File: config.mk
export PLATFORM = sky130hd
export DESIGN_NAME = bltb_filter
export DESIGN_NICKNAME = d
export VERILOG_FILES = /design/src/hdl/bltb_pkg.sv /design/src/hdl/bltb_filter.sv
export SDC_FILE = /design/constraint.sdc
export NUM_CORES = 2
export LEC_CHECK = 0
export BUFFER_PORTS_ARGS = -buffer_cell sky130_fd_sc_hd__buf_4
export CAP_MARGIN = 20
export CORE_AREA = 5 5 421 423
export CTS_CLUSTER_SIZE = 40
export DETAILED_ROUTE_END_ITERATION = 10
export DIE_AREA = 0 0 426 428
export SYNTH_ARGS = -nofsm -noshare
export SYNTH_HDL_FRONTEND = slang
export SYNTH_SLANG_ARGS = --single-unit
File: constraint.sdc
create_clock -name clock -period 15 [get_ports clock]
set_input_delay 0 -clock clock [delete_from_list [all_inputs] [get_ports clock]]
set_output_delay 0 -clock clock [all_outputs]
set_load 0.005 [all_outputs]
File: src/hdl/bltb_pkg.sv
// Shared types, register codes and constants for the bilinear texel blend unit.
package bltb_pkg;

   localparam int TexelCount = 4;

   localparam logic [16:0] ONE_Q16          = 17'h10000;
   localparam logic [16:0] BLEND_MIN_FACTOR = 17'd256;
   localparam logic [7:0]  OPAQUE_ALPHA     = 8'hFF;

   localparam logic [1:0] MODE_COLOUR = 2'd0;
   localparam logic [1:0] MODE_GREY   = 2'd1;
   localparam logic [1:0] MODE_BLEND  = 2'd2;

   localparam int CsrIndexWidth = 2;
   localparam int CsrDataWidth  = 9;

   localparam logic [CsrIndexWidth-1:0] REG_MODE    = 2'd0;
   localparam logic [CsrIndexWidth-1:0] REG_OPACITY = 2'd1;

   localparam logic [1:0] MODE_RESET    = MODE_COLOUR;
   localparam logic [8:0] OPACITY_RESET = 9'd256;

   typedef struct packed {
      logic [TexelCount-1:0][31:0] texel;
      logic [15:0]                 frac_x;
      logic [15:0]                 frac_y;
      logic [31:0]                 dest;
   } sample_type;

   typedef struct packed {
      logic [TexelCount-1:0][31:0] texel;
      logic [TexelCount-1:0][16:0] weight;
      logic [31:0]                 dest;
   } weighted_type;

   typedef struct packed {
      logic [23:0] alpha_acc;
      logic [7:0]  red;
      logic [7:0]  green;
      logic [7:0]  blue;
      logic [31:0] dest;
   } filtered_type;

   typedef struct packed {
      logic [16:0] factor;
      logic [7:0]  red;
      logic [7:0]  green;
      logic [7:0]  blue;
      logic [31:0] dest;
   } factored_type;

   typedef struct packed {
      logic [31:0] pixel;
      logic        written;
   } result_type;

endpackage

File: src/hdl/bltb_filter.sv
// Stage two: weighted sums of the four texels for each ARGB channel.
module bltb_filter
   import bltb_pkg::*;
(
   input  logic         clock,
   input  logic         reset,
   input  logic         in_valid,
   output logic         in_ready,
   input  weighted_type in_data,
   output logic         out_valid,
   input  logic         out_ready,
   output filtered_type out_data
);

   logic               valid_ff;
   logic               valid_in;
   filtered_type       data_ff;
   filtered_type       data_in;
   logic [3:0][26:0]   chan_sum;

   assign in_ready  = !valid_ff || out_ready;
   assign out_valid = valid_ff;
   assign out_data  = data_ff;

   always_comb begin
      for (int c = 0; c < 4; c++) begin
         chan_sum[c] = '0;
         for (int t = 0; t < TexelCount; t++) begin
            chan_sum[c] = chan_sum[c]
                        + 27'(27'(in_data.texel[t][c*8 +: 8]) * 27'(in_data.weight[t]));
         end
      end
      data_in.alpha_acc = chan_sum[3][23:0];
      data_in.red       = chan_sum[2][23:16];
      data_in.green     = chan_sum[1][23:16];
      data_in.blue      = chan_sum[0][23:16];
      data_in.dest      = in_data.dest;
      valid_in = in_ready ? in_valid : valid_ff;
   end

   always_ff @(posedge clock) begin
      if (reset) begin
         valid_ff <= 1'b0;
      end else begin
         valid_ff <= valid_in;
      end
   end

   always_ff @(posedge clock) begin
      if (in_ready && in_valid) begin
         data_ff <= data_in;
      end
   end

endmodule

==> results_dict.tcl <==
set metrics [dict create \
    status "complete, no violations" \
    skew_ns 0.02514 \
    grt_use_total 0.2366 \
    first_pass_iters 6 \
    cts_tree "built" \
    regToRegSetupSlack_ns 12.89 \
    crit_family "adder cells" \
    ant_nets 0 \
    yosysWarningCount 0 \
    period_needed_ns 7.097 \
    slew_headroom 0.2741 \
    met2_length_um 88310 \
    worstSetupEndpointType "flop" \
    grt_pass1_wl_um 326800 \
    overflow 0 \
    row_count 153 \
    ys.flop_type "edfxtp_1" \
    ys_seq_elements 81 \
    cpMostUsedCell "fa_1" \
    r2r_start "out_valid$_SDFFE_PP0N_" \
    required_ns 15.22 \
    drive_above_1_share 0.04572 \
    routed.top_layer "met5" \
    period_share 0.4731 \
    fmax_ghz 0.1409 \
    placed_area_um2 72760 \
    worstMarginPinSlew_ns 1.089 \
    fin_setup_tns_ns 0 \
    cp-startpoint "in_data[79]" \
    cts_buffer_depth 2 \
    final_common_cell "inv_1" \
    antenna_found_initial 18 \
    synth_area_leaders "fa_1 (56%), inv_1 (12%), ha_1 (8.8%)" \
    synth_edf_count 80 \
    vias 48030 \
    path_clk_slew_ns 0.11 \
    port_buffers 313 \
    rsz0062_at_grt "false" \
    die_y_um 428 \
    critPathArrivalTime_ns 7.31 \
    layout_common_cells "inv_1 (2111), fa_1 (1910), nand2_1 (1246), and2_1 (947), ha_1 (482)" \
    cp_slowest_cell "a21oi_1" \
    final_hold_viol_count 0 \
    area_growth_pct 6.797 \
    max-cap-violations 0 \
    crit_chain "buf_4 -> buf_4 -> nand2_1 -> fa_1 -> inv_1 -> fa_1 -> fa_1 -> fa_1 -> fa_1 -> fa_1 -> fa_1 -> inv_1 -> fa_1 -> inv_1 -> ha_1 -> nand2_1 -> o21ai_0 -> o21ai_0 -> a21oi_1 -> nand4_1 -> a211o_1 -> xnor2_1" \
    worstHoldStart "in_valid" \
    ys_seq_area_frac 0.03522 \
    clock_latency_ns 0.45 \
    wl_per_cell_um 21.05 \
    synthCells 7438 \
    drc 0 \
    clockRootBuffer "clkbuf_16" \
    clock_sinks 81 \
    path_class "input pin to flop" \
    netlist_area_um2 68770 \
    die_w_um 426 \
    start_kind "input pin" \
    dieArea_um2 182300 \
    grt_pass1_vias 53640 \
    drt_iter0_drc 3432 \
    synth_fp_nets 10060 \
    synth-async-reset-ratio 0 \
    post_cts_buffers 0 \
    dpl.hpwl_um 163400 \
    r2r_end "out_data[65]$_DFFE_PP_" \
    ys_types 43 \
    drt-total-wl_um 206200 \
    max_stage_delay_ns 0.85 \
    grt_max_degree 46 \
    slew_violations 0 \
    fin_area_um2 73450 \
    syn_area_per_cell_um2 9.246 \
    wl_met1_um 91710 \
    hp-class "input pin to flop" \
    path_buf_inv 5 \
    cts_inserted_buffers 9 \
    yosys.area.top_type "fa_1" \
    cts-htree-levels 3 \
    viasPerCell 4.902 \
    core_um2 173100 \
    gp_congestion 0.8978 \
    nets 10080 \
    path_max_fanout 22 \
    cp-endpoint "out_data[55]$_DFFE_PP_" \
    setup_violations 0 \
    reg2reg_depth 3 \
    yosys.area.top_type_share 0.5560 \
    dr_wl_met3_um 20030 \
    start_util 0.3974 \
    num_io_pins 314 \
    cp.depth 22 \
]
[final cells by class]
class / instances / area, µm²
Fill cell: 17220 / 99610
Inverter: 2111 / 7924
Sequential cell: 81 / 2422
Timing Repair Buffer: 352 / 2728
Clock inverter: 7 / 81.33
Tap cell: 2325 / 2909
Clock buffer: 9 / 225.2
Antenna cell: 14 / 35.03
Multi-Input combinational cell: 4898 / 57120
[metal layers]
layer | vias to the layer above | GRT usage
met2 | 2152 | 0.3458
met1 | 25010 | 0.3543
li1 | 20710 | -
met5 | - | 0
met4 | 2 | 0.06155
met3 | 164 | 0.05500
[Yosys cell counts (all sizes together), types with 3 or more instances]
cell type and count:
inv 2111, fa 1910, nand2 1246, and2 948, ha 482, clkbuf 348
xnor2 104, edfxtp 80, a21oi 43, o21ai 28, xor2 21, nor2 20
a21o 17, and3 8, nor3 8, o21a 7, nor2b 6, a31oi 5
nand4 5, a211o 4, a311oi 4, nand3b 4, and4 3, nand3 3
[flip-flops by register name, indices dropped and copies added, names as in the netlist]
signal     flops
out_data      80
out_valid      1
[worst min path at each step]
| stage | endpoint | slack [ns] | cells past startpoint |
|---|---|---|---|
| after floorplan | out_valid$_SDFFE_PP0N_ | 0.07 | 1 |
| after global placement | out_valid$_SDFFE_PP0N_ | 0.16 | 2 |
| after detailed placement | out_valid$_SDFFE_PP0N_ | 0.16 | 2 |
| after CTS | out_data[56]$_DFFE_PP_ | 0.18 | 3 |
| after global routing | out_data[27]$_DFFE_PP_ | 0.23 | 2 |
| final | out_data[17]$_DFFE_PP_ | 0.23 | 2 |
[through the flow]
| step | setup slack, ns | instances | utilization | hold WS (ns) |
|---|---|---|---|---|
| floorplan | 8.457 | 7438 | - | 0.06907 |
| global placement | 7.316 | 9730 | 0.4203 | 0.1574 |
| detailed placement | 7.527 | 9732 | 0.4204 | 0.1604 |
| CTS | 8.051 | 9782 | 0.4242 | 0.1778 |
| global route | 7.503 | 9793 | 0.4244 | 0.2336 |
| finish | 7.903 | 9797 | 0.4244 | 0.2277 |
[repair_timing]
item,4_1_cts,5_1_grt
hold buffers,34,0
resized for setup,0,0
endpoints found under the hold margin,33,0
[kinds of logic after synthesis]
logic type,count (synthesis),share of synthesized area
buffers and inverters,2459,0.1342
adders and majority gates,2392,0.6437
and+or+nand+nor,2258,0.1596
xor gates and xnor gates,125,0.01592
AOI/OAI and AO/OA,123,0.01141
DFF,81,0.03522
Power is left out: the tool's default activity adds up to more than one toggle a clock period on the data nets, which glitch-free logic cannot reach.
