## src/hdl/bltb_pkg.sv

```systemverilog
// Shared types, register codes and constants for the bilinear texel blend unit.
package bltb_pkg;

   localparam int TexelCount = 4;

   localparam logic [16:0] ONE_Q16          = 17'h10000;
   localparam logic [16:0] BLEND_MIN_FACTOR = 17'd256;
   localparam logic [7:0]  OPAQUE_ALPHA     = 8'hFF;

   localparam logic [1:0] MODE_COLOUR = 2'd0;
   localparam logic [1:0] MODE_GREY   = 2'd1;
   localparam logic [1:0] MODE_BLEND  = 2'd2;

   localparam int CsrIndexWidth = 2;
   localparam int CsrDataWidth  = 9;

   localparam logic [CsrIndexWidth-1:0] REG_MODE    = 2'd0;
   localparam logic [CsrIndexWidth-1:0] REG_OPACITY = 2'd1;

   localparam logic [1:0] MODE_RESET    = MODE_COLOUR;
   localparam logic [8:0] OPACITY_RESET = 9'd256;

   typedef struct packed {
      logic [TexelCount-1:0][31:0] texel;
      logic [15:0]                 frac_x;
      logic [15:0]                 frac_y;
      logic [31:0]                 dest;
   } sample_type;

   typedef struct packed {
      logic [TexelCount-1:0][31:0] texel;
      logic [TexelCount-1:0][16:0] weight;
      logic [31:0]                 dest;
   } weighted_type;

   typedef struct packed {
      logic [23:0] alpha_acc;
      logic [7:0]  red;
      logic [7:0]  green;
      logic [7:0]  blue;
      logic [31:0] dest;
   } filtered_type;

   typedef struct packed {
      logic [16:0] factor;
      logic [7:0]  red;
      logic [7:0]  green;
      logic [7:0]  blue;
      logic [31:0] dest;
   } factored_type;

   typedef struct packed {
      logic [31:0] pixel;
      logic        written;
   } result_type;

endpackage

```

## src/hdl/bltb_blend.sv

```systemverilog
// Stage four: destination blend and mode selection into the output register.
module bltb_blend
   import bltb_pkg::*;
(
   input  logic         clock,
   input  logic         reset,
   input  logic [1:0]   mode,
   input  logic         in_valid,
   output logic         in_ready,
   input  factored_type in_data,
   output logic         out_valid,
   input  logic         out_ready,
   output result_type   out_data
);

   logic             valid_ff;
   logic             valid_in;
   result_type       data_ff;
   result_type       data_in;
   logic [16:0]      inv_factor;
   logic [2:0][7:0]  src_chan;
   logic [2:0][25:0] mix;
   logic [2:0][7:0]  mixed;

   assign in_ready  = !valid_ff || out_ready;
   assign out_valid = valid_ff;
   assign out_data  = data_ff;

   always_comb begin
      inv_factor  = ONE_Q16 - in_data.factor;
      src_chan[2] = in_data.red;
      src_chan[1] = in_data.green;
      src_chan[0] = in_data.blue;
      for (int c = 0; c < 3; c++) begin
         mix[c] = 26'(26'(in_data.dest[c*8 +: 8]) * 26'(inv_factor))
                + 26'(26'(src_chan[c]) * 26'(in_data.factor));
         mixed[c] = mix[c][23:16];
      end
      data_in.pixel   = in_data.dest;
      data_in.written = 1'b0;
      unique case (mode)
         MODE_COLOUR: begin
            data_in.pixel   = {OPAQUE_ALPHA, in_data.red, in_data.green, in_data.blue};
            data_in.written = 1'b1;
         end
         MODE_GREY: begin
            data_in.pixel   = {OPAQUE_ALPHA, in_data.blue, in_data.blue, in_data.blue};
            data_in.written = 1'b1;
         end
         MODE_BLEND: begin
            if (in_data.factor > BLEND_MIN_FACTOR) begin
               data_in.pixel   = {OPAQUE_ALPHA, mixed[2], mixed[1], mixed[0]};
               data_in.written = 1'b1;
            end
         end
         default: begin
            data_in.pixel   = in_data.dest;
            data_in.written = 1'b0;
         end
      endcase
      valid_in = in_ready ? in_valid : valid_ff;
   end

   always_ff @(posedge clock) begin
      if (reset) begin
         valid_ff <= 1'b0;
      end else begin
         valid_ff <= valid_in;
      end
   end

   always_ff @(posedge clock) begin
      if (in_ready && in_valid) begin
         data_ff <= data_in;
      end
   end

endmodule

```

## config.mk

```make
export PLATFORM = sky130hd
export DESIGN_NAME = bltb_blend
export DESIGN_NICKNAME = d
export VERILOG_FILES = /design/src/hdl/bltb_pkg.sv /design/src/hdl/bltb_blend.sv
export SDC_FILE = /design/constraint.sdc
export NUM_CORES = 2
export LEC_CHECK = 0
export ABC_CLOCK_PERIOD_IN_PS = 11000
export BUFFER_PORTS_ARGS = -buffer_cell sky130_fd_sc_hd__buf_4
export CAP_MARGIN = 20
export CORE_UTILIZATION = 60
export CTS_CLUSTER_SIZE = 40
export DETAILED_ROUTE_END_ITERATION = 10
export PLACE_DENSITY = 0.84
export SYNTH_ARGS = -nofsm -noshare
export SYNTH_HDL_FRONTEND = slang
export SYNTH_SLANG_ARGS = --single-unit
```

## constraint.sdc

```tcl
create_clock -name clock -period 11 [get_ports clock]
set_clock_uncertainty 0.2 [all_clocks]
set_input_delay 1.1 -clock clock [delete_from_list [all_inputs] [get_ports clock]]
set_output_delay 1.1 -clock clock [all_outputs]
set_load 0.05 [all_outputs]
```

==> impl_metrics.toml <==
[placed_design]
portBuffers = 113
gp_congestion = 0.8994
post-dp-hpwl_mm = 52.94

[floorplanning]
core_sq_mm = 0.04336
io_pins = 114
rows = 76
die_w_um = 212.2
die_y_um = 212.2
initial_core_util_pct = 61.14
die_area_sq_mm = 0.04503

[sta]
hold_violations = 0
slew_headroom_pct = 27.55
setup_viol = 0
slew_viol_final = 0
final.min_clock_period_ns = 9.322
setup_tns_ns = 0
worst_pin_slew_ns = 1.087
fin_crit_sh_pct = 84.74
rsz0062_at_grt = "false"
fmax_mhz = 107.3

[layout]
nNetsFinal = 3897
antenna_cells = 0
synthToLayoutAreaGrowth_pct = 4.899
nFillCells = 3433
drive_gt1_share_pct = 5.529

[yosys]
synth_xor_area_share_pct = 1.812
postSynth.asyncResetShare_pct = 0
synth_area_leader_cell = "fa_1"
synth_ff_type = "edfxtp_1"
netlist_top_cells_area = "fa_1, inv_1, ha_1"
synth_seq_area_share_pct = 3.813
syn_inst = 2998
synthTopCellsByCount = "inv_1, fa_1, nand2_1"
synth_top_family_by_area = "adder cells"
syn_nets = 3930
yosysWarningCount = 0
yosysMostFrequentCell = "inv_1"
syn_area_sq_mm = 0.02651
synth_area_per_cell_sq_um = 8.844
yosysUniqueCellTypes = 63
synthMuxAreaShare_pct = 0.4294
synthAdderAreaFrac_pct = 58.77
netlist.area_leader.share_pct = 49.38
synth-edff-count = 33
synth_simple_gate_area_share_pct = 18.37
synth_compound_area_share_pct = 3.370
ys_ff_latch = 34

[detailed_routing]
drc = 0
drt_iter0_drc = 1622
drt-total-wl_mm = 68.45
vias = 20250
drtAntennaViolNets = 0
vias_per_cell = 5.704
wire_per_inst_um = 19.28
firstDrtPassIters = 5

[worst_setup_path]
arrival_ns = 9.20
crit_required_ns = 10.87
crit_type = "input port to register"
endpoint_kind = "register"
start_kind = "input port"
path_max_fanout = 45

[clock_network]
clockBufferDepth = 2
cts_inserted_buffers = 5
clockRootBuffer = "clkbuf_16"
cts_hold_buffers = 0
clk_pin_slew_ns = 0.08
post_cts_resize_count = 0
htreeDepth = 2
cts_tree = "yes"
clk_latency_ns = 0.30
postCtsSetupBuffers = 0
clkSinkCount = 34

[flow_run]
maxCapViolations = 0

[hold_path]
hp-class = "register to register"

[global_routing]
track_usage_pct = 32.91
grt_overflow_total = 0
grt_pass1_vias = 23190
grt_pass1_wl_mm = 114.9
antenna_found_initial = 0
grt_max_degree = 52

[run_status]
run_status = "finished clean"
==> flip-flops by register name, indices dropped and copies added, names as in the netlist <==
| signal | count |
|---|---|
| out_data | 33 |
| out_valid | 1 |
==> layer usage <==
metal  part of all wire, %  global-route usage, %  vias to the layer above
met5                     0                      0                        -
li1                      -                      -                     8560
met3                   9.4                  4.904                      253
met1                    36                  41.21                    10320
met2                    49                  55.77                     1121
met4                   5.7                  16.57                        0
==> path summary, 6_finish.rpt <==
| check | to | start | depth (start not counted) | slack [ns] |
|---|---|---|---|---|
| setup / recovery | out_data[24] | in_data[56] | 28 | 1.68 |
| hold / removal | out_valid | out_valid | 2 | 0.34 |
| setup reg to reg | out_data[29] | out_valid | 2 | 9.08 |
| hold reg to reg | out_valid | out_valid | 2 | 0.34 |
==> critical path, cell delays in order <==
cell and delay, ns:
buf_4 0.25, inv_1 0.17, nand3_1 0.12, or3_1 0.50, nor2_1 0.29, nand2_1 0.13
xor2_2 0.72, buf_4 0.36, and2_1 0.19, fa_1 0.43, inv_1 0.09, fa_1 0.42
inv_1 0.09, fa_1 0.44, fa_1 0.51, fa_1 0.50, inv_1 0.05, fa_1 0.48
inv_1 0.04, ha_1 0.35, a21o_1 0.18, a21o_1 0.18, a2111oi_0 0.38, o21ai_0 0.37
nand3_1 0.30, a211o_1 0.16, o21ai_0 0.09, a211o_1 0.30
==> cell usage in the layout, fill, tap and decap left out, types with 8 or more instances in the layout <==
cell      count
xnor2_1      34
a211oi_1     11
ha_1        199
nor2_1       45
or3_1        16
nand3_1      22
nand2_1     434
fa_1        654
nor3_1       13
edfxtp_1     33
a21o_1       11
a31oi_1      14
and2_1      393
inv_1       772
nand2b_1      8
and3_1       12
a21oi_1      26
mux2i_1       8
xnor2_2      10
buf_4       128
o21ai_0      31
==> kinds of logic after synthesis <==
logic type | Yosys count
buffers and inverters | 940
and+or+nand+nor | 971
xor gates and xnor gates | 54
adders and majority gates | 853
AOI/OAI and AO/OA | 135
muxes | 11
DFF | 34
==> stage by stage <==
step	setup WS [ns]	hold slack, ns	area (sq um)	util, %	instances
global route	1.111	0.3809	27810	64.14	3551
global placement	1.849	0.2918	27640	63.75	3543
CTS	1.823	0.3420	27810	64.14	3551
detailed placement	1.543	0.3310	27640	63.75	3543
finish	1.678	0.3413	27810	64.14	3551
floorplan	2.706	0.9138	26510	-	2998
==> cell type report <==
| type | instances | area (sq um) | area share [%] |
|---|---|---|---|
| clock buffer | 5 | 125.1 | 0.4499 |
| clock inverter | 3 | 45.04 | 0.1620 |
| inverter | 772 | 2898 | 10.42 |
| multi-input combinational | 2024 | 22040 | 79.25 |
| sequential | 34 | 1011 | 3.635 |
| tap | 585 | 732.0 | 2.632 |
| timing repair buffer | 128 | 960.9 | 3.455 |
Power is left out: the tool's default activity adds up to more than one toggle a clock period on the data nets, which glitch-free logic cannot reach.
