**src/hdl/bltb_pkg.sv**
```systemverilog
// Shared types, register codes and constants for the bilinear texel blend unit.
package bltb_pkg;

   localparam int TexelCount = 4;

   localparam logic [16:0] ONE_Q16          = 17'h10000;
   localparam logic [16:0] BLEND_MIN_FACTOR = 17'd256;
   localparam logic [7:0]  OPAQUE_ALPHA     = 8'hFF;

   localparam logic [1:0] MODE_COLOUR = 2'd0;
   localparam logic [1:0] MODE_GREY   = 2'd1;
   localparam logic [1:0] MODE_BLEND  = 2'd2;

   localparam int CsrIndexWidth = 2;
   localparam int CsrDataWidth  = 9;

   localparam logic [CsrIndexWidth-1:0] REG_MODE    = 2'd0;
   localparam logic [CsrIndexWidth-1:0] REG_OPACITY = 2'd1;

   localparam logic [1:0] MODE_RESET    = MODE_COLOUR;
   localparam logic [8:0] OPACITY_RESET = 9'd256;

   typedef struct packed {
      logic [TexelCount-1:0][31:0] texel;
      logic [15:0]                 frac_x;
      logic [15:0]                 frac_y;
      logic [31:0]                 dest;
   } sample_type;

   typedef struct packed {
      logic [TexelCount-1:0][31:0] texel;
      logic [TexelCount-1:0][16:0] weight;
      logic [31:0]                 dest;
   } weighted_type;

   typedef struct packed {
      logic [23:0] alpha_acc;
      logic [7:0]  red;
      logic [7:0]  green;
      logic [7:0]  blue;
      logic [31:0] dest;
   } filtered_type;

   typedef struct packed {
      logic [16:0] factor;
      logic [7:0]  red;
      logic [7:0]  green;
      logic [7:0]  blue;
      logic [31:0] dest;
   } factored_type;

   typedef struct packed {
      logic [31:0] pixel;
      logic        written;
   } result_type;

endpackage

```
**src/hdl/bltb_weights.sv**
```systemverilog
// Stage one: bilinear weights from the x and y fractions.
module bltb_weights
   import bltb_pkg::*;
(
   input  logic         clock,
   input  logic         reset,
   input  logic         in_valid,
   output logic         in_ready,
   input  sample_type   in_data,
   output logic         out_valid,
   input  logic         out_ready,
   output weighted_type out_data
);

   logic         valid_ff;
   logic         valid_in;
   weighted_type data_ff;
   weighted_type data_in;
   logic [16:0]  frac_x_ext;
   logic [16:0]  frac_y_ext;
   logic [16:0]  comp_x;
   logic [16:0]  comp_y;
   logic [33:0]  prod_tl;
   logic [33:0]  prod_tr;
   logic [33:0]  prod_bl;
   logic [33:0]  prod_br;

   assign in_ready  = !valid_ff || out_ready;
   assign out_valid = valid_ff;
   assign out_data  = data_ff;

   always_comb begin
      frac_x_ext = {1'b0, in_data.frac_x};
      frac_y_ext = {1'b0, in_data.frac_y};
      comp_x     = ONE_Q16 - frac_x_ext;
      comp_y     = ONE_Q16 - frac_y_ext;
      prod_tl    = 34'(comp_x) * 34'(comp_y);
      prod_tr    = 34'(frac_x_ext) * 34'(comp_y);
      prod_bl    = 34'(comp_x) * 34'(frac_y_ext);
      prod_br    = 34'(frac_x_ext) * 34'(frac_y_ext);
      data_in.texel     = in_data.texel;
      data_in.weight[0] = prod_tl[32:16];
      data_in.weight[1] = prod_tr[32:16];
      data_in.weight[2] = prod_bl[32:16];
      data_in.weight[3] = prod_br[32:16];
      data_in.dest      = in_data.dest;
      valid_in = in_ready ? in_valid : valid_ff;
   end

   always_ff @(posedge clock) begin
      if (reset) begin
         valid_ff <= 1'b0;
      end else begin
         valid_ff <= valid_in;
      end
   end

   always_ff @(posedge clock) begin
      if (in_ready && in_valid) begin
         data_ff <= data_in;
      end
   end

endmodule

```
**config.mk**
```make
export PLATFORM = sky130hd
export DESIGN_NAME = bltb_weights
export DESIGN_NICKNAME = d
export VERILOG_FILES = /design/src/hdl/bltb_pkg.sv /design/src/hdl/bltb_weights.sv
export SDC_FILE = /design/constraint.sdc
export NUM_CORES = 2
export LEC_CHECK = 0
export BUFFER_PORTS_ARGS = -buffer_cell sky130_fd_sc_hd__buf_2
export CAP_MARGIN = 20
export CORE_AREA = 2 2 277 279
export DETAILED_ROUTE_END_ITERATION = 12
export DIE_AREA = 0 0 279 281
export PLACE_DENSITY = 0.75
export REMOVE_ABC_BUFFERS = 1
export SLEW_MARGIN = 20
export SYNTH_ARGS = -nofsm -noshare
export SYNTH_HDL_FRONTEND = slang
export SYNTH_SLANG_ARGS = --single-unit
```
**constraint.sdc**
```tcl
create_clock -name clock -period 11.3 [get_ports clock]
set_clock_uncertainty 0.15 [all_clocks]
set_input_delay 1.13 -clock clock [delete_from_list [all_inputs] [get_ports clock]]
set_output_delay 1.13 -clock clock [all_outputs]
set_load 0.03 [all_outputs]
```
==> out/qor.log <==
qor: status.status finished clean
qor: place.placed_cells_incl_taps 5455
qor: logic_synthesis.post_synth_fa_ha_maj_area_fraction 0.528
qor: setup_path.cell_with_the_largest_stage_delay_on_the_worst_path o31ai_1
qor: layout.leading_cell_types_in_the_layout_fill_and_taps_excluded 995 x inv_1, 828 x fa_1, 616 x nand2_1, 424 x buf_2, 409 x ha_1
qor: layout.post_route_cells_drive_above_1_share 0.128
qor: setup_path.critical_path_buf_inv_count 5
qor: logic_synthesis.cell_area_after_synthesis 41100 sq um
qor: run.maxCapViolCount 0
qor: setup_path.cp_data_arrival_time 9.67 ns
qor: global_route.first_pass_grt_wire_length 171 mm
qor: power.power.combinational.fraction 0.822
qor: clock_tree.numClockSinks 228
qor: logic_synthesis.yosys.area_share.xor_xnor 0.0249
qor: sta.maxSlewViolCount 0
qor: clock_tree.clock_latency_at_the_later_pin_of_the_worst_skew_pair 0.57 ns
qor: setup_path.critPathLaunch in_data[33]
qor: setup_path.worst_ep_required_time 11.48 ns
qor: power.standby_leakage_power 0.0233 uW
qor: layout.num_antenna_cells 0
qor: clock_tree.clock_tree_from_tritoncts yes
qor: power.vdd.ir_drop.worst 428 uV
qor: routing.dr_total_vias 29900
qor: place.dp.final_hpwl 80.9 mm
qor: floorplan.die_outline_area 78400 sq um
qor: clock_tree.cts-buffers-inserted 26
qor: routing.route.detailed.wl_per_inst 19.2 um
qor: logic_synthesis.main_combinational_cell_family_by_area_after_synthesis adder cells
qor: floorplan.fp-row-count 101
qor: layout.num-fill-cells 6383
qor: clock_tree.clock_path_buffers 3
qor: clock_tree.clkTransAtPathRegs 0.06 ns
qor: logic_synthesis.post_synth_and_or_nand_nor_area_fraction 0.140
qor: global_route.grt_max_degree 80
qor: setup_path.cell_with_the_most_instances_on_the_worst_path fa_1
qor: floorplan.starting_density_of_the_core 0.545
qor: sta.fmaxAchievable 105 MHz
qor: routing.detail-route-antenna-nets 0
qor: sta.final_setup_viols 0
qor: logic_synthesis.count_of_flip_flops_with_a_built_in_enable_after_synthesis 227
qor: clock_tree.htreeDepth 1
qor: layout.nets 5941
qor: clock_tree.cts-resized-gates 0
qor: logic_synthesis.yosys_warnings 0
qor: setup_path.worst_path_largest_cell_delay 0.59 ns
qor: power.p_int 6760 uW
qor: layout.finish.cell_count_without_fillers 5504
qor: power.pwr_cell_area 308 nW/um^2
qor: routing.vias_per_cell 5.42
qor: setup_path.crit_path_capture_type flop
qor: floorplan.ioPinCount 426
qor: sta.final.setup.tns 0 ns
qor: floorplan.fp.dieW 279 um
qor: power.seq_power_share 0.116
qor: logic_synthesis.synth_area_in_compound_gates 0.0305
qor: power.power.clock.fraction 0.062
qor: sta.final_hold_viol_count 0
qor: clock_tree.cts_hold_buffers 0
qor: routing.first_pass_iters 6
qor: setup_path.worst-setup-path-type in2reg
qor: global_route.antenna_found_initial 1
qor: setup_path.cell_family_with_the_largest_share_of_critical_path_delay adder cells
qor: routing.total_wirelength_of_the_detailed_routed_design 105 mm
qor: logic_synthesis.synth.mux.area_fraction 0.000274
qor: logic_synthesis.ys_seq_area_frac 0.166
qor: sta.worst_hold_slack 0.371 ns
qor: place.finalWeightedCongestion 0.954
qor: logic_synthesis.yosys_register_bits 228
qor: logic_synthesis.netlist_instances 4187
qor: clock_tree.clock-root-buffer clkbuf_16
qor: sta.final.period_utilization 0.840
qor: setup_path.regToRegStartpoint out_valid$_SDFFE_PP0N_
qor: global_route.grt_overflow_total 0
qor: floorplan.chipHeight 281 um
qor: sta.worst_slew_margin_rel 0.153
qor: setup_path.worstSetupStartpointType input pin
qor: logic_synthesis.synth_flop_cell edfxtp_1
qor: floorplan.fp.coreArea 75400 sq um
qor: power.p_sw 7210 uW
qor: setup_path.critical_path_peak_fanout 28
qor: power.power.share.switching 0.516
qor: routing.drtIter0Drc 2167
qor: sta.grt_setup_unrepaired no
qor: logic_synthesis.synth-async-reset-ratio 0
qor: sta.timing.final.crit_period 9.50 ns
qor: clock_tree.cts.repair_timing.setup_buffer_count 0
qor: min_path.worstHoldPathType reg2reg
qor: routing.drc_viols 0
qor: sta.worst_slew_pin_slew 1.26 ns
qor: min_path.hold_path.startpoint out_valid$_SDFFE_PP0N_
qor: place.port_buffers 424
qor: logic_synthesis.synth_cell_types 70
qor: global_route.global_route.usage.total 0.279
qor: logic_synthesis.synth_area_per_cell 9.82 sq um
qor: layout.layout_commonest_cell inv_1
qor: global_route.first_global_vias 32000
qor: layout.flow.area_growth_from_synthesis 10.4%
stage by stage:
stage	worst slack (ns)	utilization	instance area [sq um]	total power, uW
2_1_floorplan	2.19	-	40300	10100
3_3_place_gp	1.66	0.589	44500	12700
3_5_place_dp	1.43	0.589	44500	13000
4_1_cts	2.00	0.601	45300	14000
5_1_grt	1.43	0.602	45400	15600
6_report	1.80	0.602	45400	14000
layer usage:
metal | GRT usage | routed length (um)
met2 | 0.479 | 51600
met3 | 0.0499 | 9390
met1 | 0.353 | 39800
met5 | 0 | 13
met4 | 0.107 | 4680
registers in the layout (all words and copies together) (netlist names):
register   count
out_data     227
out_valid      1
power groups by stage:
stage | combinational (uW) | clock, uW | sequential (uW)
after detailed placement | 11300 | 0 | 1650
after global placement | 11000 | 0 | 1650
after global routing | 13000 | 921 | 1640
after CTS | 11500 | 892 | 1630
after floorplan | 8100 | 0 | 1950
final | 11500 | 862 | 1630
synth_stat cells, drive strengths merged (4+ instances only):
master	n	area, sq um
nand2b	13	81.3
a21o	44	330
ha	409	5120
inv	996	3740
edfxtp	227	6820
nor2	123	469
nor2b	5	31.3
nand2	616	2310
and3	19	119
xnor2	71	622
o31ai	4	30.0
nor3	22	120
o21bai	6	45.0
nand4	9	56.3
xor2	46	403
o21a	12	90.1
buf	23	104
nor4	5	52.6
o21ai	29	149
or2	4	25.0
nand3	20	100
o211ai	7	52.6
or4	4	33.8
fa	828	16600
a21oi	54	270
and2	356	2230
clkbuf	183	687
a211oi	5	42.5
or3	8	50.1
worst paths after layout:
kind	end	slack (ns)	depth (start not counted)
setup / recovery	out_data[65]$_DFFE_PP_	1.80	28
hold / removal	out_valid$_SDFFE_PP0N_	0.37	2
setup reg to reg	out_data[80]$_DFFE_PP_	8.25	4
hold reg to reg	out_valid$_SDFFE_PP0N_	0.37	2
final cells by class:
type | count | area (sq um) | area share
clock buffer | 34 | 722 | 0.0159
inverter | 997 | 3740 | 0.0824
timing repair buffer | 499 | 2750 | 0.0605
multi-input combinational | 2756 | 30000 | 0.661
tap | 978 | 1220 | 0.0270
sequential | 228 | 6840 | 0.151
clock inverter | 12 | 126 | 0.00278
tightest hold or removal path, cell delays in order, from the launching register on:
cell and delay, ns:
dfxtp_1 0.31, nand2b_1 0.10, a21oi_1 0.07
kinds of logic after synthesis:
family,count (synthesis)
flip-flops,228
buffers and inverters,1203
XOR/XNOR,117
AND/OR/NAND/NOR,1212
other,1
adder cells (fa/ha/maj),1237
AO/OA/AOI/OAI,188
multiplexers,1
Note: power is estimated with default switching activity, not from simulation.
