`src/hdl/bltb_pkg.sv`:
```
// Shared types, register codes and constants for the bilinear texel blend unit.
package bltb_pkg;

   localparam int TexelCount = 4;

   localparam logic [16:0] ONE_Q16          = 17'h10000;
   localparam logic [16:0] BLEND_MIN_FACTOR = 17'd256;
   localparam logic [7:0]  OPAQUE_ALPHA     = 8'hFF;

   localparam logic [1:0] MODE_COLOUR = 2'd0;
   localparam logic [1:0] MODE_GREY   = 2'd1;
   localparam logic [1:0] MODE_BLEND  = 2'd2;

   localparam int CsrIndexWidth = 2;
   localparam int CsrDataWidth  = 9;

   localparam logic [CsrIndexWidth-1:0] REG_MODE    = 2'd0;
   localparam logic [CsrIndexWidth-1:0] REG_OPACITY = 2'd1;

   localparam logic [1:0] MODE_RESET    = MODE_COLOUR;
   localparam logic [8:0] OPACITY_RESET = 9'd256;

   typedef struct packed {
      logic [TexelCount-1:0][31:0] texel;
      logic [15:0]                 frac_x;
      logic [15:0]                 frac_y;
      logic [31:0]                 dest;
   } sample_type;

   typedef struct packed {
      logic [TexelCount-1:0][31:0] texel;
      logic [TexelCount-1:0][16:0] weight;
      logic [31:0]                 dest;
   } weighted_type;

   typedef struct packed {
      logic [23:0] alpha_acc;
      logic [7:0]  red;
      logic [7:0]  green;
      logic [7:0]  blue;
      logic [31:0] dest;
   } filtered_type;

   typedef struct packed {
      logic [16:0] factor;
      logic [7:0]  red;
      logic [7:0]  green;
      logic [7:0]  blue;
      logic [31:0] dest;
   } factored_type;

   typedef struct packed {
      logic [31:0] pixel;
      logic        written;
   } result_type;

endpackage

```
`src/hdl/bltb_factor.sv`:
```
// Stage three: blend factor from filtered alpha and global opacity.
module bltb_factor
   import bltb_pkg::*;
(
   input  logic         clock,
   input  logic         reset,
   input  logic [8:0]   opacity,
   input  logic         in_valid,
   output logic         in_ready,
   input  filtered_type in_data,
   output logic         out_valid,
   input  logic         out_ready,
   output factored_type out_data
);

   logic         valid_ff;
   logic         valid_in;
   factored_type data_ff;
   factored_type data_in;
   logic [32:0]  scaled;
   logic [16:0]  factor_raw;

   assign in_ready  = !valid_ff || out_ready;
   assign out_valid = valid_ff;
   assign out_data  = data_ff;

   always_comb begin
      scaled     = 33'(in_data.alpha_acc) * 33'(opacity);
      factor_raw = scaled[32:16];
      data_in.factor = (factor_raw > ONE_Q16) ? ONE_Q16 : factor_raw;
      data_in.red    = in_data.red;
      data_in.green  = in_data.green;
      data_in.blue   = in_data.blue;
      data_in.dest   = in_data.dest;
      valid_in = in_ready ? in_valid : valid_ff;
   end

   always_ff @(posedge clock) begin
      if (reset) begin
         valid_ff <= 1'b0;
      end else begin
         valid_ff <= valid_in;
      end
   end

   always_ff @(posedge clock) begin
      if (in_ready && in_valid) begin
         data_ff <= data_in;
      end
   end

endmodule

```
`config.mk`:
```
export PLATFORM = sky130hd
export DESIGN_NAME = bltb_factor
export DESIGN_NICKNAME = d
export VERILOG_FILES = /design/src/hdl/bltb_pkg.sv /design/src/hdl/bltb_factor.sv
export SDC_FILE = /design/constraint.sdc
export NUM_CORES = 1
export LEC_CHECK = 0
export BUFFER_PORTS_ARGS = -buffer_cell sky130_fd_sc_hd__buf_4
export CAP_MARGIN = 20
export CORE_MARGIN = 4
export CORE_UTILIZATION = 35
export CTS_CLUSTER_DIAMETER = 200
export DETAILED_ROUTE_END_ITERATION = 10
export HOLD_SLACK_MARGIN = 0.1
export PLACE_DENSITY = 0.54
export SYNTH_ARGS = -nofsm -noshare
export SYNTH_HDL_FRONTEND = slang
export SYNTH_SLANG_ARGS = --single-unit
export TNS_END_PERCENT = 30
```
`constraint.sdc`:
```
create_clock -name clock -period 14.6 [get_ports clock]
set_clock_uncertainty 0.05 [all_clocks]
set_input_delay 1.46 -clock clock [delete_from_list [all_inputs] [get_ports clock]]
set_output_delay 1.46 -clock clock [all_outputs]
set_load 0.03 [all_outputs]
```
==> impl_results.md, run 1 <==
- Synth Area in Compound Gates: 7.25%
- Start of the worst register-to-register path: out_valid$_SDFFE_PP0N_
- Worst flop-to-flop path endpoint: out_data[22]$_DFFE_PP_
- I/O pin count: between 150 and 200
- Placed cell count: 1352
- Post-route minimum period: 6.81 ns
- Result of the run: finished clean
- Initial cell density of the core: between 30% and 40%
- Synthesized area per cell: 10.3 sq um
- Syn Nets: 1171
- Clock buffers created by TritonCTS: 9
- Residual DRC: 0
- Number of rows created at floorplan: just under 60
- Final TNS setup: 0 ns
- Remaining max-slew budget at the tightest pin: 46.6%
- Transition time of the tightest slew-check pin: between 0.8 and 0.9 ns
- Final weighted congestion in routability-driven placement: 0.869
- Highest net fanout along the worst path: 23
- Hold Path Class: reg -> reg
- Crit path from: opacity[0]
- Top library cells by usage in the layout, fill and taps aside: inv_1 (175), buf_4 (168), fa_1 (154)
- Area grow syn2layout: 21.3%
- Post-detailed-route wirelength per cell: 16.2 um
- Clock slew at the register clock pins of the worst setup and hold paths: 0.06 ns
- Capturing element of the worst setup path: out_data[58]$_SDFFCE_PN0P_
- Proportion of register bits with asynchronous set or reset after synthesis: 0%
- Predominant post-synthesis flop cell: edfxtp_1
- IR drop worst, VDD: 99.1 uV
- Fraction of final layout cells with drive strength greater than 1: about a fifth
- Setup repair after global routing missed its margin: no
- Largest net degree at the start of global routing: 65
- First-pass GRT wire length: ~37000 um
- Final number of setup-violating endpoints: 0
- Startpoint Class: primary input
- Number of setup buffers added after CTS: 0
- Number of enable flip-flop cells after synthesis: 73
- Sequential element share of the synthesized area: ~25%
- Via count of the first global-routing pass: 6847
- Finished Layout Cells: 1368
- GRT Resource Usage Total: between 10% and 20%
- Width of the chip: between 150 and 200 um
- Critical path start-end classification: in -> reg
- Kind of end point of the critical path: register
- CTS H-Tree Depth: 3
- Final Net Count: 1329
- Drt total wl: 22200 um
- Simple-gate area share of the yosys netlist: 17.6%
- Final Cycle Share: between 40% and 50%
- Max Clock Freq: approximately 0.15 GHz
- Number of unique standard cell types used by synthesis: 57
- Power Total: 2.03 mW
- Synthesized netlist cell count: 875
- Worst setup slack for register-to-register paths: 12.74 ns
- Main combinational cell family by area after synthesis: adder cells
- Power per standard cell area: approximately 190 mW/mm^2
- Starting DRT DRC Count: 342
- Flip-flop and latch count after synthesis: 74
- Number of buffers on the longest clock path: 2
- CTS tree: done
- Multiplexer share of the synthesized area: 0.111%
- Vias per cell: 4.70
- Number of maximum-capacitance violations: 0
- R2R depth: 3
- Worst endpoint required time: 14.62 ns
- Later-pin clock latency in the skew report: 0.32 ns
- Die area: between 0.02 and 0.03 sq mm
- Slew Viols, Final: 0
- Post-cts repair resize count: 0
- Placeable core region: 0.0253 sq mm
- Vias post-DR: 6427
- Root buffer selected by CTS: clkbuf_16
- DPL Wire Length: roughly 19000 um
- Number of antenna violations at the first check in global routing: 0
- Number of warnings reported in the yosys synthesis log: 0
- Diode insertion count for antenna repair: 0
- Adder and majority gate portion of the synthesized area: 41.0%
- Vertical extent of the die: roughly 170 um
- Antenna Violating Nets Remaining: 0
- Area share of xor/xnor cells in the synthesized design: 1.25%
- Post-cts hold buffer count: 0
- Total clock sinks: 74
- Most common cell after layout, fill and taps aside: inv_1
- Netlist area before placement: approximately 0.009 sq mm
- Worst endpoint data arrival time: a little under 7 ns
- Leakage power: 5.19 nW
- First drt pass iteration count: 4
- IO buf count: around 170
- Final count of hold timing violations: 0
- Final global-route overflow total: 0
-- where the power goes --
part / internal (mW) / switching, mW / total [mW] / leakage (nW)
clock network: 0.151 / 0.0799 / 0.231 / 0.160
logic: 0.569 / 0.910 / 1.48 / 4.31
registers: 0.307 / 0.00889 / 0.316 / 0.716
-- sequential cells by signal (all words and copies together) (netlist names) --
register / flops
out_valid: 1
out_data: 73
-- worst min-delay path by stage --
stage / start / end / slack, ns / cells after the start
floorplan: out_valid$_SDFFE_PP0N_ / out_valid$_SDFFE_PP0N_ / 0.81 / 2
global placement: out_valid$_SDFFE_PP0N_ / out_valid$_SDFFE_PP0N_ / 0.46 / 2
detailed placement: out_valid$_SDFFE_PP0N_ / out_valid$_SDFFE_PP0N_ / 0.46 / 2
CTS: out_valid$_SDFFE_PP0N_ / out_valid$_SDFFE_PP0N_ / 0.47 / 2
global route: out_valid$_SDFFE_PP0N_ / out_valid$_SDFFE_PP0N_ / 0.54 / 2
finish: out_valid$_SDFFE_PP0N_ / out_valid$_SDFFE_PP0N_ / 0.47 / 2
-- cell type report --
type / instances / area [sq um]
fillers: 2460 / 14300
repair buffers: 168 / 1260
multi-input cells: 604 / 6060
clock inverters: 7 / 100
flip-flops and latches: 74 / 2210
clock buffers: 9 / 225
well taps: 330 / 413
inverters: 176 / 661
-- critical path, cell delays in order --
cell and delay (ns):
buf_4 0.26, nand2_1 0.13, fa_1 0.55, inv_1 0.05, fa_1 0.48, fa_1 0.54, inv_1 0.05, fa_1 0.49
inv_1 0.05, ha_1 0.34, a21oi_1 0.28, o21ai_1 0.17, a31oi_2 0.23, o2111ai_2 0.22, a2111oi_0 0.37, and3b_1 0.24
and3_1 0.21, a221oi_2 0.47, and3b_1 0.24
-- layer usage --
| metal | up-vias | GRT usage, % | wire length [um] |
|---|---|---|---|
| met4 | 0 | 2.36 | 131 |
| met1 | 3175 | 22.4 | 10500 |
| met3 | 8 | 2.48 | 1480 |
| li1 | 3062 | - | - |
| met5 | - | 0 | 0 |
| met2 | 182 | 26.5 | 10100 |
-- cells by family (layout without fill, tap and decap cells) --
kind of cell               count (synthesis)  count (layout)
and+or+nand+nor                          302             302
adders and majority gates                203             203
buffers and inverters                    197             360
AOI/OAI and AO/OA                         86              86
DFF                                       74              74
xor gates and xnor gates                  12              12
muxes                                      1               1
-- per-stage QoR --
stage / util (%) / instance area, sq um / hold WS [ns] / setup WS (ns)
finish: 43.3 / 10900 / 0.466 / 7.79
floorplan: - / 9010 / 0.810 / 7.94
CTS: 43.3 / 10900 / 0.469 / 7.76
detailed placement: 42.0 / 10600 / 0.461 / 7.44
global placement: 42.0 / 10600 / 0.455 / 7.51
global route: 43.3 / 10900 / 0.544 / 7.44
-- cell usage after synthesis (2+ instances only) --
library cell  number  area share, %
a31oi_2            2           0.28
nor4_1             3           0.21
nand3_1            2           0.11
nor3_1             5           0.28
edfxtp_1          73             24
nand2_1          114            4.7
nand2_2            2           0.14
nand4_1            8           0.56
o21bai_1           2           0.17
clkbuf_1          21           0.87
o21ai_1            3           0.17
nand2b_1           2           0.14
o21ai_0           16           0.89
inv_1            175            7.3
and3b_1            2           0.19
a2111oi_0          2           0.19
a21o_1             2           0.17
a21oi_2            7           0.68
nor2_1            17           0.71
a21oi_1           23            1.3
and2_1           127            8.8
ha_1              49            6.8
a2111oi_2          2           0.33
xnor2_1            6           0.58
or3_1              2           0.14
fa_1             154             34
nor2b_1            8           0.56
xor2_1             5           0.49
a211oi_1           3           0.25
o211ai_1           2           0.17
and3_1             4           0.28
o21a_1             6           0.50
nor3b_1            2           0.17
Note: power is estimated with default switching activity, not from simulation.
==> inputs of run 2 (changes only) <==
==> constraint.sdc (replaced) <==
create_clock -name clock -period 6.7 [get_ports clock]
set_clock_uncertainty 0.05 [all_clocks]
set_input_delay 0.67 -clock clock [delete_from_list [all_inputs] [get_ports clock]]
set_output_delay 0.67 -clock clock [all_outputs]
set_load 0.03 [all_outputs]
==> run 2 against run 1 <==
Power up 120%. Die area unchanged. Final area unchanged. Worst hold slack worse by 0.025 ns. Critical path depth unchanged. Sequential cell count unchanged. Sequential share of layout area unchanged. Via count up 0.16%. Sequential power up 120%. Wire length up 0.24%. Worst setup slack worse by 7.1 ns. Final cell count unchanged.
==> impl_results.md, run 2 (same netlist as run 1, synthesis figures left out) <==
- GRT Resource Usage Total: 16.2%
- Largest net degree at the start of global routing: 65
- Initial cell density of the core: 35.7%
- First drt pass iteration count: 4
- IR drop worst, VDD: 225 uV
- Hold Path Class: in -> reg
- Worst endpoint data arrival time: 6.05 ns
- Final number of setup-violating endpoints: 0
- Clock slew at the register clock pins of the worst setup and hold paths: 0.06 ns
- Final Cycle Share: 89.8%
- Final-layout worst hold slack: approximately 0.44 ns
- Number of rows created at floorplan: 58
- Slew Viols, Final: 0
- Post-detailed-route wirelength per cell: 16.2 um
- Transition time of the tightest slew-check pin: 0.772 ns
- Top library cells by usage in the layout, fill and taps aside: inv_1 (175), buf_4 (168), fa_1 (154)
- Drt total wl: 22200 um
- IO buf count: approximately 170
- Diode insertion count for antenna repair: 0
- Post-route minimum period: roughly 6 ns
- Clock buffers created by TritonCTS: 9
- Total clock sinks: 74
- Area grow syn2layout: 21.3%
- Starting DRT DRC Count: 387
- Max Clock Freq: approximately 0.17 GHz
- Final TNS setup: 0 ns
- Post-cts hold buffer count: 0
- Fraction of final layout cells with drive strength greater than 1: 20.4%
- Result of the run: finished clean
- Remaining max-slew budget at the tightest pin: approximately half
- Leakage power: 5.19 nW
- Root buffer selected by CTS: clkbuf_16
- Via count of the first global-routing pass: around 6800
- Final weighted congestion in routability-driven placement: 0.868
- Die area: between 0.02 and 0.03 sq mm
- Number of setup buffers added after CTS: 0
- Final global-route overflow total: 0
- Setup repair after global routing missed its margin: no
- Highest net fanout along the worst path: 23
- Final count of hold timing violations: 0
- Hold-critical path depth: 2
- DPL Wire Length: ~19000 um
- Startpoint Class: primary input
- PnR worst setup slack: slightly below 0.7 ns
- I/O pin count: 168
- Later-pin clock latency in the skew report: 0.32 ns
- Number of buffers on the longest clock path: 2
- Placeable core region: 0.0253 sq mm
- Vias per cell: about 4.7
- Width of the chip: 168 um
- Most common cell after layout, fill and taps aside: inv_1
- First-pass GRT wire length: about 37000 um
- CTS H-Tree Depth: 3
- Final Net Count: 1329
- Critical path start-end classification: in -> reg
- Number of maximum-capacitance violations: 0
- Post-cts repair resize count: 0
- Minimum setup slack after placement: 0.340 ns
- Worst endpoint required time: 6.73 ns
- Vertical extent of the die: approximately 170 um
- Antenna Violating Nets Remaining: 0
- R2R depth: 3
- Power per standard cell area: just over 400 mW/mm^2
- Vias post-DR: 6437
- CTS tree: done
- Residual DRC: 0
- Kind of end point of the critical path: register
- Max reg flops: 73
- Number of antenna violations at the first check in global routing: 0
- Post-layout util: 43.3%
-- run 2: area by class of cell --
class | count | area (sq um)
Timing Repair Buffer | 168 | 1260
Tap cell | 330 | 413
Multi-Input combinational cell | 604 | 6060
Clock inverter | 7 | 100
Clock buffer | 9 | 225
Sequential cell | 74 | 2210
Inverter | 176 | 661
Fill cell | 2451 | 14300
-- run 2: final timing paths --
path	from	endpoint	slack [ns]
worst min register to register	out_valid$_SDFFE_PP0N_	out_valid$_SDFFE_PP0N_	0.47
worst min-delay path	reset	out_valid$_SDFFE_PP0N_	0.44
worst max-delay path	opacity[0]	out_data[58]$_SDFFCE_PN0P_	0.68
worst max register to register	out_valid$_SDFFE_PP0N_	out_data[13]$_DFFE_PP_	4.87
-- run 2: layer usage --
layer | GRT usage (%) | share of wire (%) | up-vias
met1 | 23.4 | 48 | 3184
li1 | - | - | 3053
met5 | 0 | 0 | -
met2 | 26.5 | 45 | 189
met3 | 2.55 | 6.0 | 11
met4 | 2.47 | 0.69 | 0
-- run 2: metrics by stage --
step / power [mW] / area, sq um / instances
after floorplan: 3.10 / 9010 / 875
after global placement: 3.94 / 10600 / 1352
after detailed placement: 3.96 / 10600 / 1352
after CTS: 4.49 / 10900 / 1368
after global routing: 4.92 / 10900 / 1368
final: 4.44 / 10900 / 1368
-- run 2: critical path, cell delays in order --
cell and delay (ns):
buf_4 0.26, nand2_1 0.13, fa_1 0.56, inv_1 0.06
fa_1 0.49, fa_1 0.56, inv_1 0.05, fa_1 0.50
inv_1 0.05, ha_1 0.35, a21oi_1 0.25, o21ai_0 0.16
a31oi_2 0.20, o2111ai_2 0.23, a2111oi_0 0.37, and3b_1 0.24
and3_1 0.21, a221oi_2 0.45, and3b_1 0.24
-- run 2: power breakdown --
part / internal [mW] / switching (mW) / leakage [nW]
clock: 0.329 / 0.177 / 0.160
combinational: 1.24 / 2.00 / 4.31
sequential: 0.669 / 0.0190 / 0.716
total: 2.24 / 2.20 / 5.19
==> inputs of run 3 (changes only) <==
--- a/config.mk
+++ b/config.mk
@@ -13,6 +13,7 @@
 export DETAILED_ROUTE_END_ITERATION = 10
 export HOLD_SLACK_MARGIN = 0.1
 export PLACE_DENSITY = 0.54
+export RECOVER_POWER = 100
 export SYNTH_ARGS = -nofsm -noshare
 export SYNTH_HDL_FRONTEND = slang
 export SYNTH_SLANG_ARGS = --single-unit
==> run 3 against run 2 <==
The run now ends with capacitance limit, slew limit left. Sequential power about the same. Clock power about the same. Die area unchanged. Worst setup slack improved by 0.0023 ns. Maximum frequency about the same. Power decreased by 1.5%. First-iteration DRC count decreased by 4.9%. Combinational power decreased by 2%. Via count decreased by 0.26%. Critical path type unchanged. Largest cell class unchanged. Highest routed layer unchanged.
==> impl_results.md, run 3 (same netlist as run 1, synthesis figures left out) <==
- Most frequent CP cell: fa_1
- Transition time of the tightest slew-check pin: roughly 3.3 ns
- Post-layout util: 42.1%
- Number of buffers on the longest clock path: 2
- DPL Wire Length: roughly 19000 um
- Vias per cell: ~4.7
- Highest net fanout along the worst path: 23
- Die area: between 0.02 and 0.03 sq mm
- Post-detailed-route wirelength per cell: 16.3 um
- First-pass GRT wire length: between 30000 and 40000 um
- CTS H-Tree Depth: 3
- Area grow syn2layout: 18.0%
- Width of the chip: 168 um
- Number of antenna violations at the first check in global routing: 0
- Final number of setup-violating endpoints: 0
- Most common cell after layout, fill and taps aside: inv_1
- Slowest-stage cell, CP: fa_1
- IR drop worst, VDD: 227 uV
- IO buf count: ~170
- Top library cells by usage in the layout, fill and taps aside: inv_1 (176), fa_1 (154), and2_1 (126)
- First drt pass iteration count: 4
- Initial cell density of the core: 35.7%
- Result of the run: finished with violations
- Critical-path cell list: buf_4, nand2_1, fa_1, inv_1, fa_1, fa_1, inv_1, fa_1, inv_1, ha_1, nand2_2, nor4_4, a22oi_2, o2111ai_2, a31oi_1, o31ai_2, a21oi_2, xnor2_1, a221oi_2, and3b_1
- Post-cts hold buffer count: 0
- Power per standard cell area: 411 mW/mm^2
- Final Cycle Share: 89.8%
- Kind of end point of the critical path: register
- Drt total wl: between 20000 and 25000 um
- Clock slew at the register clock pins of the worst setup and hold paths: 0.06 ns
- Placeable core region: 0.0253 sq mm
- Max reg flops: 73
- Final-layout worst hold slack: 0.441 ns
- Vertical extent of the die: 168 um
- Worst endpoint required time: 6.73 ns
- Slew Viols, Final: 65
- GRT Resource Usage Total: ~16%
- Stage delay of the slowest cell on the critical path: between 0.5 and 0.6 ns
- Final weighted congestion in routability-driven placement: around 0.87
- Max Clock Freq: about 0.17 GHz
- Root buffer selected by CTS: clkbuf_16
- Hold Path Class: in -> reg
- Setup repair after global routing missed its margin: no
- Clock buffers created by TritonCTS: 9
- Leakage power: roughly 5 nW
- Placed cell count: 1352
- Starting DRT DRC Count: around 370
- Start of the worst register-to-register path: out_valid$_SDFFE_PP0N_
- Power Total: approximately 4.4 mW
- Final TNS setup: 0 ns
- Fraction of final layout cells with drive strength greater than 1: approximately an eighth
- Violated checks: capacitance limit, slew limit
- Critical path start-end classification: in -> reg
- Number of fill cells in the layout: between 2000 and 3000
- Worst endpoint data arrival time: 6.04 ns
- Number of setup buffers added after CTS: 0
- Worst setup slack for register-to-register paths: 2.87 ns
- Post-route minimum period: 6.02 ns
- Startpoint Class: primary input
- Final count of hold timing violations: 0
- CTS tree: done
- Crit path from: opacity[0]
- Diode insertion count for antenna repair: 0
- Finished Layout Cells: 1368
- Vias post-DR: 6420
- Via count of the first global-routing pass: 6849
- Largest net degree at the start of global routing: 65
- Number of maximum-capacitance violations: 1
- Number of rows created at floorplan: between 50 and 60
- R2R depth: 3
- Capturing element of the worst setup path: out_data[58]$_SDFFCE_PN0P_
- Final Net Count: about 1300
- Post-cts repair resize count: 0
- Total clock sinks: 74
- Remaining max-slew budget at the tightest pin: -118%
- I/O pin count: approximately 170
- Final global-route overflow total: 0
- Antenna Violating Nets Remaining: 0
- Worst flop-to-flop path endpoint: out_data[50]$_DFFE_PP_
- Residual DRC: 0
- Later-pin clock latency in the skew report: 0.32 ns
run 3: worst min path at each step:
stage	start	endpoint	slack (ns)	cells after the start
final	reset	out_valid$_SDFFE_PP0N_	0.44	2
after global routing	reset	out_valid$_SDFFE_PP0N_	0.43	2
after floorplan	reset	out_valid$_SDFFE_PP0N_	0.69	1
after detailed placement	out_valid$_SDFFE_PP0N_	out_valid$_SDFFE_PP0N_	0.46	2
after global placement	out_valid$_SDFFE_PP0N_	out_valid$_SDFFE_PP0N_	0.46	2
after CTS	reset	out_valid$_SDFFE_PP0N_	0.43	2
run 3: critical path: cells and delay by family:
kind | cells | cell delay [ns]
simple gates | 4 | 0.81
fa+ha+maj | 5 | 2.41
buf+inv | 4 | 0.42
compound gates | 6 | 1.49
xor+xnor | 1 | 0.23
run 3: area by class of cell:
class,instances,area (sq um),share of cell area (%)
clock inverter,7,100,0.941
multi-input combinational,604,6050,56.9
clock buffer,9,225,2.12
sequential,74,2210,20.8
inverter,176,661,6.21
tap,330,413,3.88
timing repair buffer,168,976,9.18
run 3: routing by layer:
layer / up-vias / routed length (um) / GRT usage (%)
met2: 188 / 10000 / 26.5
met3: 11 / 1350 / 2.55
met5: - / 0 / 0
met1: 3168 / 10800 / 23.4
met4: 0 / 154 / 2.47
li1: 3053 / - / -
run 3: metrics by stage:
stage	setup slack (ns)	area (sq um)
2_1_floorplan	0.830	9010
3_3_place_gp	0.396	10600
3_5_place_dp	0.340	10600
4_1_cts	0.668	10900
5_1_grt	0.269	10600
6_report	0.684	10600
run 3: power by group:
part	internal [mW]	switching, mW	total (mW)
logic	1.18	2.00	3.18
registers	0.671	0.0179	0.689
clock network	0.329	0.176	0.505
total	2.18	2.19	4.37
